**config.mk**
```make
export PLATFORM = sky130hd
export DESIGN_NAME = bullet_line_scanner_core
export DESIGN_NICKNAME = d
export VERILOG_FILES = /design/src/blsc_pkg.sv /design/src/blsc_ram.sv /design/src/bullet_line_scanner_core.sv
export SDC_FILE = /design/constraint.sdc
export NUM_CORES = 2
export LEC_CHECK = 0
export BUFFER_PORTS_ARGS = -buffer_cell sky130_fd_sc_hd__buf_2
export CORE_MARGIN = 3
export CORE_UTILIZATION = 41
export CTS_BUF_LIST = sky130_fd_sc_hd__clkbuf_16
export DETAILED_ROUTE_END_ITERATION = 10
export PLACE_DENSITY = 0.63
export SYNTH_ARGS = -nofsm -noshare
export SYNTH_HDL_FRONTEND = slang
export SYNTH_SLANG_ARGS = --single-unit
```
**constraint.sdc**
```tcl
create_clock -name clock -period 12.2 [get_ports clock]
set_clock_uncertainty 0.15 [all_clocks]
set_input_delay 1.22 -clock clock [delete_from_list [all_inputs] [get_ports clock]]
set_output_delay 1.22 -clock clock [all_outputs]
set_load 0.02 [all_outputs]
```
**src/blsc_pkg.sv**
```systemverilog
// Shared types and constants for the bullet line scanner.
`timescale 1ns / 1ps

package blsc_pkg;

   // Object RAM geometry
   localparam int RAM_DEPTH  = 256;
   localparam int ADDR_W     = 8;
   localparam int DATA_W     = 8;

   // Bullet table layout
   localparam int BULLET_COUNT = 8;
   localparam int IDX_W        = (BULLET_COUNT > 1) ? $clog2(BULLET_COUNT) : 1;
   localparam int BULLET_BASE  = 'h60;
   localparam int BULLET_LAST  = BULLET_COUNT - 1;
   localparam int FIRST_LATE   = 3;

   // Hit test and span start
   localparam logic [DATA_W-1:0] HIT_SUM    = 8'hFF;
   localparam logic [DATA_W-1:0] EARLY_OFS  = 8'd15;
   localparam logic [DATA_W-1:0] LATE_OFS   = 8'd16;
   localparam int                START_W    = 9;
   localparam logic signed [START_W-1:0] START_BASE = 9'sd251;

   // Command codes
   typedef enum logic [1:0] {
      CMD_WRITE = 2'd0,
      CMD_READ  = 2'd1,
      CMD_SCAN  = 2'd2
   } blsc_cmd_type;

   // Sequencer states
   typedef enum logic [2:0] {
      ST_CLEAR,
      ST_IDLE,
      ST_EXEC,
      ST_RDWAIT,
      ST_SCAN,
      ST_XSHELL,
      ST_XMISSILE,
      ST_DONE
   } blsc_state_type;

   // Request to the object RAM
   typedef struct packed {
      logic              wr_en;
      logic [ADDR_W-1:0] wr_addr;
      logic [DATA_W-1:0] wr_data;
      logic [ADDR_W-1:0] rd_addr;
   } blsc_ram_req_type;

endpackage

```
**src/blsc_ram.sv**
```systemverilog
// Object RAM: 256 x 8, one write and one registered read per cycle.
`timescale 1ns / 1ps

module blsc_ram
   import blsc_pkg::*;
(
   input  logic              clock,
   input  blsc_ram_req_type  ram_req,
   output logic [DATA_W-1:0] rd_data
);

   logic [DATA_W-1:0] mem [RAM_DEPTH];
   logic [DATA_W-1:0] rd_data_ff;

   // Write port
   always_ff @(posedge clock) begin
      if (ram_req.wr_en) begin
         mem[ram_req.wr_addr] <= ram_req.wr_data;
      end
   end

   // Registered read port
   always_ff @(posedge clock) begin
      rd_data_ff <= mem[ram_req.rd_addr];
   end

   assign rd_data = rd_data_ff;

endmodule

```
**src/bullet_line_scanner_core.sv**
```systemverilog
// Top level of the bullet line scanner: command sequencer around the object RAM.
`timescale 1ns / 1ps

// Bullet line scanner. Each request item carries a command in req_tuser: write one
// object RAM byte, read one byte, or scan one line against the bullet table at 0x60.
// Every request returns exactly one response item. In a scan the single RAM read
// port fetches one position byte per cycle, then the x bytes of the winning shell
// and of the missile. After reset the RAM is cleared to zero one byte per cycle,
// so no request is taken until the clear is done. A finished response waits in an
// output register and one further request may be worked on meanwhile.
module bullet_line_scanner_core
   import blsc_pkg::*;
(
   input  logic        clock,
   input  logic        reset,
   input  logic        req_tvalid,
   output logic        req_tready,
   input  logic [23:0] req_tdata,   // addr[7:0], wdata[15:8], line[23:16]
   input  logic [1:0]  req_tuser,   // cmd[1:0]
   output logic        rsp_tvalid,
   input  logic        rsp_tready,
   output logic [31:0] rsp_tdata,   // rdata[7:0], shell_start[16:8],
                                    // missile_start[25:17], zero[31:26]
   output logic [1:0]  rsp_tuser    // shell_hit[0], missile_hit[1]
);

   blsc_state_type state_ff, state_in;
   logic [ADDR_W-1:0] clr_ff, clr_in;
   logic [IDX_W-1:0]  idx_ff, idx_in;
   blsc_cmd_type      cmd_ff, cmd_in;
   logic [ADDR_W-1:0] addr_ff, addr_in;
   logic [DATA_W-1:0] wdata_ff, wdata_in;
   logic [DATA_W-1:0] line_ff, line_in;
   logic              chk_vld_ff, chk_vld_in;
   logic [IDX_W-1:0]  chk_idx_ff, chk_idx_in;
   logic              shell_hit_ff, shell_hit_in;
   logic [IDX_W-1:0]  shell_idx_ff, shell_idx_in;
   logic              missile_hit_ff, missile_hit_in;
   logic signed [START_W-1:0] shell_start_ff, shell_start_in;
   logic signed [START_W-1:0] missile_start_ff, missile_start_in;
   logic [DATA_W-1:0] rdata_ff, rdata_in;

   logic              rsp_vld_ff, rsp_vld_in;
   logic [31:0]       rsp_data_ff, rsp_data_in;
   logic [1:0]        rsp_user_ff, rsp_user_in;

   blsc_ram_req_type  ram_req;
   logic [DATA_W-1:0] rd_data;
   logic              req_take;
   logic              rsp_load;
   logic              late;
   logic [DATA_W-1:0] eff_line;
   logic              hit_now;
   logic signed [START_W-1:0] start_now;

   blsc_ram u_ram (
      .clock   (clock),
      .ram_req (ram_req),
      .rd_data (rd_data)
   );

   // Hit test on the position byte fetched last cycle
   always_comb begin
      late      = (int'(chk_idx_ff) >= FIRST_LATE) || (int'(chk_idx_ff) == BULLET_LAST);
      eff_line  = line_ff + (late ? LATE_OFS : EARLY_OFS);
      hit_now   = chk_vld_ff && ((rd_data + eff_line) == HIT_SUM);
      start_now = START_BASE - $signed({1'b0, rd_data});
   end

   assign req_tready = (state_ff == ST_IDLE);
   assign req_take   = req_tvalid && req_tready;

   // Sequencer: next state, RAM requests and result fields
   always_comb begin
      state_in         = state_ff;
      clr_in           = clr_ff;
      idx_in           = idx_ff;
      cmd_in           = cmd_ff;
      addr_in          = addr_ff;
      wdata_in         = wdata_ff;
      line_in          = line_ff;
      chk_vld_in       = 1'b0;
      chk_idx_in       = chk_idx_ff;
      shell_hit_in     = shell_hit_ff;
      shell_idx_in     = shell_idx_ff;
      missile_hit_in   = missile_hit_ff;
      shell_start_in   = shell_start_ff;
      missile_start_in = missile_start_ff;
      rdata_in         = rdata_ff;
      rsp_load         = 1'b0;
      ram_req.wr_en    = 1'b0;
      ram_req.wr_addr  = addr_ff;
      ram_req.wr_data  = wdata_ff;
      ram_req.rd_addr  = addr_ff;

      // Fold in a hit from the previous position fetch
      if (hit_now) begin
         if (int'(chk_idx_ff) == BULLET_LAST) begin
            missile_hit_in = 1'b1;
         end else begin
            shell_hit_in = 1'b1;
            shell_idx_in = chk_idx_ff;
         end
      end

      unique case (state_ff)
         ST_CLEAR: begin
            ram_req.wr_en   = 1'b1;
            ram_req.wr_addr = clr_ff;
            ram_req.wr_data = '0;
            clr_in          = clr_ff + 1'b1;
            if (clr_ff == ADDR_W'(RAM_DEPTH - 1)) begin
               state_in = ST_IDLE;
            end
         end
         ST_IDLE: begin
            if (req_take) begin
               cmd_in           = blsc_cmd_type'(req_tuser);
               addr_in          = req_tdata[7:0];
               wdata_in         = req_tdata[15:8];
               line_in          = req_tdata[23:16];
               shell_hit_in     = 1'b0;
               shell_idx_in     = '0;
               missile_hit_in   = 1'b0;
               shell_start_in   = '0;
               missile_start_in = '0;
               rdata_in         = '0;
               state_in         = ST_EXEC;
            end
         end
         ST_EXEC: begin
            case (cmd_ff)
               CMD_WRITE: begin
                  ram_req.wr_en = 1'b1;
                  state_in      = ST_DONE;
               end
               CMD_READ: begin
                  state_in = ST_RDWAIT;
               end
               CMD_SCAN: begin
                  idx_in   = '0;
                  state_in = ST_SCAN;
               end
               default: begin
                  state_in = ST_DONE;
               end
            endcase
         end
         ST_RDWAIT: begin
            rdata_in = rd_data;
            state_in = ST_DONE;
         end
         ST_SCAN: begin
            // Fetch the position byte of one entry per cycle
            ram_req.rd_addr = ADDR_W'(BULLET_BASE + 4 * int'(idx_ff) + 1);
            chk_vld_in      = 1'b1;
            chk_idx_in      = idx_ff;
            idx_in          = idx_ff + 1'b1;
            if (int'(idx_ff) == BULLET_LAST) begin
               state_in = ST_XSHELL;
            end
         end
         ST_XSHELL: begin
            // Last fetch was the missile, so the shell winner is settled
            ram_req.rd_addr = ADDR_W'(BULLET_BASE + 4 * int'(shell_idx_ff) + 3);
            state_in        = ST_XMISSILE;
         end
         ST_XMISSILE: begin
            if (shell_hit_ff) begin
               shell_start_in = start_now;
            end
            ram_req.rd_addr = ADDR_W'(BULLET_BASE + 4 * BULLET_LAST + 3);
            idx_in          = '0;
            state_in        = ST_DONE;
         end
         ST_DONE: begin
            if (!rsp_vld_ff || rsp_tready) begin
               rsp_load = 1'b1;
               state_in = ST_IDLE;
            end
         end
         default: begin
            state_in = ST_IDLE;
         end
      endcase
   end

   // Missile x byte arrives the cycle after its fetch
   logic xm_pend_ff;
   logic signed [START_W-1:0] missile_start_q;

   always_ff @(posedge clock) begin
      if (reset) begin
         xm_pend_ff <= 1'b0;
      end else begin
         xm_pend_ff <= (state_ff == ST_XMISSILE);
      end
   end

   always_comb begin
      missile_start_q = missile_start_ff;
      if (xm_pend_ff && missile_hit_ff) begin
         missile_start_q = start_now;
      end
   end

   // Output register feeds
   always_comb begin
      rsp_vld_in  = rsp_vld_ff;
      rsp_data_in = rsp_data_ff;
      rsp_user_in = rsp_user_ff;
      if (rsp_tready) begin
         rsp_vld_in = 1'b0;
      end
      if (rsp_load) begin
         rsp_vld_in  = 1'b1;
         rsp_data_in = {6'd0, missile_start_q, shell_start_ff, rdata_ff};
         rsp_user_in = {missile_hit_ff, shell_hit_ff};
      end
   end

   // Control registers
   always_ff @(posedge clock) begin
      if (reset) begin
         state_ff   <= ST_CLEAR;
         clr_ff     <= '0;
         chk_vld_ff <= 1'b0;
         rsp_vld_ff <= 1'b0;
      end else begin
         state_ff   <= state_in;
         clr_ff     <= clr_in;
         chk_vld_ff <= chk_vld_in;
         rsp_vld_ff <= rsp_vld_in;
      end
   end

   // Payload registers
   always_ff @(posedge clock) begin
      idx_ff           <= idx_in;
      cmd_ff           <= cmd_in;
      addr_ff          <= addr_in;
      wdata_ff         <= wdata_in;
      line_ff          <= line_in;
      chk_idx_ff       <= chk_idx_in;
      shell_hit_ff     <= shell_hit_in;
      shell_idx_ff     <= shell_idx_in;
      missile_hit_ff   <= missile_hit_in;
      shell_start_ff   <= shell_start_in;
      missile_start_ff <= xm_pend_ff ? missile_start_q : missile_start_in;
      rdata_ff         <= rdata_in;
      rsp_data_ff      <= rsp_data_in;
      rsp_user_ff      <= rsp_user_in;
   end

   assign rsp_tvalid = rsp_vld_ff;
   assign rsp_tdata  = rsp_data_ff;
   assign rsp_tuser  = rsp_user_ff;

endmodule

```
# Yosys cells after proc, flatten, opt, wreduce, memory -nomap -nowiden
# Memory sizes are Yosys's and may differ from the RTL's. A register that Yosys moved wholly into a read port is not among the register bits.
# Index checks and enable logic that the tools add are counted.
# totals
reg_bits,105
latch_bits,0
ram_bits,2048
rom_bits,0
elab_cells,110
n_memories,1
# op_classes
addsub,9
multipliers,0
n_div,0
magnitude_cmp,1
eq_ne,19
n_shift,0
mux,40
bitwise,0
reduce_logical,21
# memory_table
memory,depth,word_bits,rd,rd_ports_with_merged_regs,write_ports,line_no,source
u_ram.mem,256,8,1,1,1,blsc_ram.sv:12,logic [DATA_W-1:0] mem [RAM_DEPTH];
# op_table
cell,count
2-to-1 mux 9 bit,5
2-to-1 mux 3 bit,9
case mux 8 bit (3 select lines),1
case mux 3 bit (7 select lines),1
case mux 9 bit (2 select lines),1
"adder 7 x 5 -> 8 bit, first input constant",2
"adder 8 x 1 -> 8 bit, second input constant",2
"== test 8 bit, second input constant",2
2-to-1 mux 1 bit,16
2-to-1 mux 16 bit,1
case mux 8 bit (2 select lines),1
"== test 3 bit, second input constant",4
nonzero test 2 bit,5
"== test 3 x 1 -> 1 bit, second input constant",3
case mux 3 bit (3 select lines),1
"subtractor 8 x 8 -> 9 bit, first input constant",1
"adder 8 x 2 -> 8 bit, second input constant",1
adder 8 x 5 -> 8 bit,1
adder 8 bit,1
2-to-1 mux 8 bit,1
"inequality test 2 bit, second input constant",4
AND reduction 2 bit,4
"== test 3 x 2 -> 1 bit, second input constant",2
case mux 3 bit (2 select lines),1
other kinds (16),20

# Depth between registers and ports, before layout
# logic_depth
ltp_word,10
mapped_depth,16

# Modules after synthesis
# From an unflattened synthesis, not the netlist that was laid out.
# unflattened
hier_cells,4091
area_unflattened_um2,84155.7
# by_module_without_submodules
module,n_inst,cells_each,area_each_um2,seq_area_each_um2
blsc_ram,1,3733,79556.3,61659.1
bullet_line_scanner_core,1,358,4599.4,2962.8

# Worst setup path after synthesis
# No wires, ideal clock.
# synth_path
path_kind,register -> register
from,reg state_ff[2]
to,"mem u_ram.mem[0][0], data pin"
setup_ns,1.463
arrival_time_ns,7.311
setup_slack_ns,3.277
stages_incl_launch_ff,7
path_buffers,4
synth_period_minus_slack_ns,8.923
cell_sequence,dfxtp_1 > buf_4 > nor3_1 > clkbuf_1 > clkbuf_1 > clkbuf_1 > nor2b_1
# synth_rtl
item,line_no,source
from (decl),bullet_line_scanner_core.sv:27,"blsc_state_type state_ff, state_in;"
from (signal assigned),bullet_line_scanner_core.sv:230,state_ff <= state_in;
to (decl),blsc_ram.sv:12,

# Worst setup path in the final report
# layout_path
from,reg state_ff[0]
to,"reg u_ram.rd_data_ff[7] (netlist: u_ram.rd_data[7]), read port of u_ram.mem"
# layout_via
elab_chain_len,2
elab_cells_between_ends,4
# layout_lines
item,line_no,source
== test 3 bit,bullet_line_scanner_core.sv:106,unique case (state_ff)
case mux 8 bit (3 select lines) *,bullet_line_scanner_core.sv:106,
to (decl),blsc_ram.sv:13,logic [DATA_W-1:0] rd_data_ff;
# Every way passes the cells marked *; elsewhere a longest branch is shown, timed or not.
# A chain may end at the register's enable or synchronous reset.

==> impl_metrics.env <==
export IMPL_fmax_mhz=175
export IMPL_crit_type="flip-flop to flip-flop"
export IMPL_p_per_area_nw_per_um2=153
export IMPL_cts_resized=0
export IMPL_grt_max_degree=179
export IMPL_io_pins=66
export IMPL_tightest_slew_ps=1240
export IMPL_clk_pin_slew_ps=70
export IMPL_drt_initial_drc_count=5920
export IMPL_ys_flop_type="edfxtp_1"
export IMPL_grt_pass1_wl_mm=323
export IMPL_top_layer="met5"
export IMPL_ys_top_cells_by_count="2134 x edfxtp_1, 806 x nand2_1, 308 x nor2_1"
export IMPL_cts_setup_buffers=0
export IMPL_htreeDepth=4
export IMPL_async_reset_ff_frac=0
export IMPL_yosys_top_cells_area="edfxtp_1 76%, mux4_2 5.8%, nand2_1 3.6%"
export IMPL_slew_limit_headroom=0.165
export IMPL_core_um2=205000
export IMPL_fp_dieW_um=460
export IMPL_route_met3_wl_mm=21.3
export IMPL_finalWeightedCongestion=0.853
export IMPL_path_cells="or3b_1 > and2_4 > buf_4 > buf_4 > a21oi_1 > a221oi_1 > a311o_1 > a311oi_1 > nor3_1 > o21ai_0 > o211ai_1"
export IMPL_dp_cells=7689
export IMPL_dr_pass1_iters=6
export IMPL_critical_path_top_delay_family="simple AND/OR/NAND/NOR gates"
export IMPL_nets=5256
export IMPL_synthesis_area_um2=84500
export IMPL_setup_viol=0
export IMPL_grt_usage=0.207
export IMPL_areaGrowthSynthToFinish_pct=11.5
export IMPL_dpl_instance_area_um2=87700
export IMPL_clock_sinks=2161
export IMPL_worstPathMaxFanout=68
export IMPL_synth_cells=5158
export IMPL_synth_top_area_frac=0.758
export IMPL_synth_most_common_cell="edfxtp_1"
export IMPL_total_leakage_power_nw=30.4
export IMPL_slowest_stage="buf_4"
export IMPL_root_buffer="clkbuf_16"
export IMPL_yosys_cell_types_count=65
export IMPL_yosysSeqAreaShare=0.765
export IMPL_fill_cells=17300
export IMPL_fin_tns_setup_ps=0
export IMPL_yosysTopAreaCell="edfxtp_1"
export IMPL_rsz0062_at_grt="false"
export IMPL_wl_met2_mm=103
export IMPL_min_period_over_period=0.469
export IMPL_avgRoutedWirePerCell_um=27.6
export IMPL_die_area_um2=212000
export IMPL_cts_tree="yes"
export IMPL_ir_worst_vdd_mv=0.163
export IMPL_slew_violations=0
export IMPL_ant_nets=0
export IMPL_cts_buffers=205
export IMPL_fin_hold_ws_ps=267
export IMPL_vias_per_cell=5.85
export IMPL_fin_crit_ps=5720
export IMPL_yosysWarnings=0
export IMPL_cts_hold_buffers=0
export IMPL_slowest_delay_ps=730
export IMPL_drv_cap=0
export IMPL_stdcell_area_um2=94300
export IMPL_initial_utilization=0.413
export IMPL_dp_final_hpwl_mm=131
export IMPL_instances_no_fill=8064
export IMPL_final_layout_size_suffix_gt1_frac=0.131
export IMPL_hold_violations=0
export IMPL_die_h_um=460
export IMPL_grt_pass1_vias=46200
export IMPL_synth_avg_cell_area_um2=16.4
export IMPL_vias=47200
export IMPL_outcome="finished clean"
export IMPL_post_route_drc_count=0
export IMPL_cts_buffer_depth=3
export IMPL_crit_required_ps=12800
export IMPL_crit_top_cell="buf_4"
export IMPL_cp_end_kind="flip-flop"
export IMPL_row_count=166
export IMPL_wl_met1_mm=90.8
export IMPL_arrival_ps=6320
export IMPL_totalWireLength_mm=222
export IMPL_hold_class="flip-flop to flip-flop"
export IMPL_insertion_delay_ps=840
export IMPL_synth_edf_count=2134
export IMPL_ys_ff_latch=2161
export IMPL_critPathLaunchType="flip-flop"
export IMPL_crit_buf_inv=2
export IMPL_overflow=0
export IMPL_io_buffers=59
export IMPL_grt_antenna_before_repair=7
==> worst paths after layout <==
check | slack (ps) | startpoint | end | cells past startpoint
worst max-delay path | 6480 | state_ff[0]$_SDFFE_PP0P_ | u_ram.rd_data[7]$_DFF_P_ | 11
worst min-delay path | 270 | shell_start_ff[7]$_SDFFCE_PN0P_ | rsp_tdata[15]$_DFFE_PP_ | 0
worst max register to register | 6480 | state_ff[0]$_SDFFE_PP0P_ | u_ram.rd_data[7]$_DFF_P_ | 11
worst min register to register | 270 | shell_start_ff[7]$_SDFFCE_PN0P_ | rsp_tdata[15]$_DFFE_PP_ | 0
==> routing by layer <==
layer,up-vias,global-route usage
met5,-,0
met4,4,0.0689
met3,381,0.0498
met2,2344,0.320
met1,24200,0.290
li1,20200,-
==> logic make-up after synthesis <==
group	after synthesis	share of synthesized area
flops	2161	0.765
simple gates	1567	0.0788
mux	412	0.0814
other cells	1	0.0000444
buf+inv	341	0.0198
fa+ha+maj	18	0.00320
compound gates	641	0.0505
xor+xnor	17	0.00176
==> where the power goes <==
| group | switching (mW) | total (mW) | internal (mW) |
|---|---|---|---|
| Combinational | 0.0493 | 0.0614 | 0.0121 |
| Sequential | 0.00830 | 8.05 | 8.05 |
| Clock | 2.73 | 6.30 | 3.56 |
| Total | 2.79 | 14.4 | 11.6 |
==> final cells by class <==
cell class	count	area, um^2	share of cell area
flip-flops and latches	2161	64600	0.686
multi-input cells	2661	18400	0.195
clock buffers	209	5230	0.0555
well taps	2688	3360	0.0357
clock inverters	163	1380	0.0146
repair buffers	159	1160	0.0123
inverters	20	75.1	0.000796
diodes	3	7.51	0.0000796
==> through the flow <==
| stage | power [mW] | setup slack, ps | utilization |
|---|---|---|---|
| 3_5_place_dp | 8.27 | 6620 | 0.428 |
| 5_1_grt | 14.8 | 6250 | 0.460 |
| 2_1_floorplan | 8.23 | 3280 | - |
| 6_report | 14.4 | 6480 | 0.460 |
| 3_3_place_gp | 8.27 | 6680 | 0.428 |
| 4_1_cts | 14.5 | 6580 | 0.460 |
==> placed cells by master, fill, tap and decap left out, types with 11 or more instances in the layout <==
master and n:
inv_1 76, o22ai_1 146, and2_1 19, o211ai_1 13, a221oi_1 60, o21ai_0 48, nand4_1 33, a32oi_1 11
nor2_1 305, dfxtp_1 27, a21oi_1 168, a311oi_1 17, nand3_1 297, a211o_1 14, ha_1 12, nand2_1 803
o2111ai_1 44, bufinv_16 22, buf_4 90, clkinv_1 45, mux2i_1 182, buf_2 59, a22oi_1 18, nor3_1 31
a31oi_1 40, clkbuf_16 209, clkinv_2 24, a211oi_1 14, mux2_2 11, edfxtp_1 2134, mux4_2 219
==> flip-flops by register name, indices dropped and copies added (netlist names), 2 cells and up <==
name,count
u_ram.mem,2048
rsp_tdata,26
missile_start_ff,9
shell_start_ff,9
addr_ff,8
clr_ff,8
line_ff,8
rdata_ff,8
u_ram.rd_data,8
wdata_ff,8
chk_idx_ff,3
idx_ff,3
shell_idx_ff,3
state_ff,3
cmd_ff,2
rsp_tuser,2
Power figures use the tool's default switching activity.
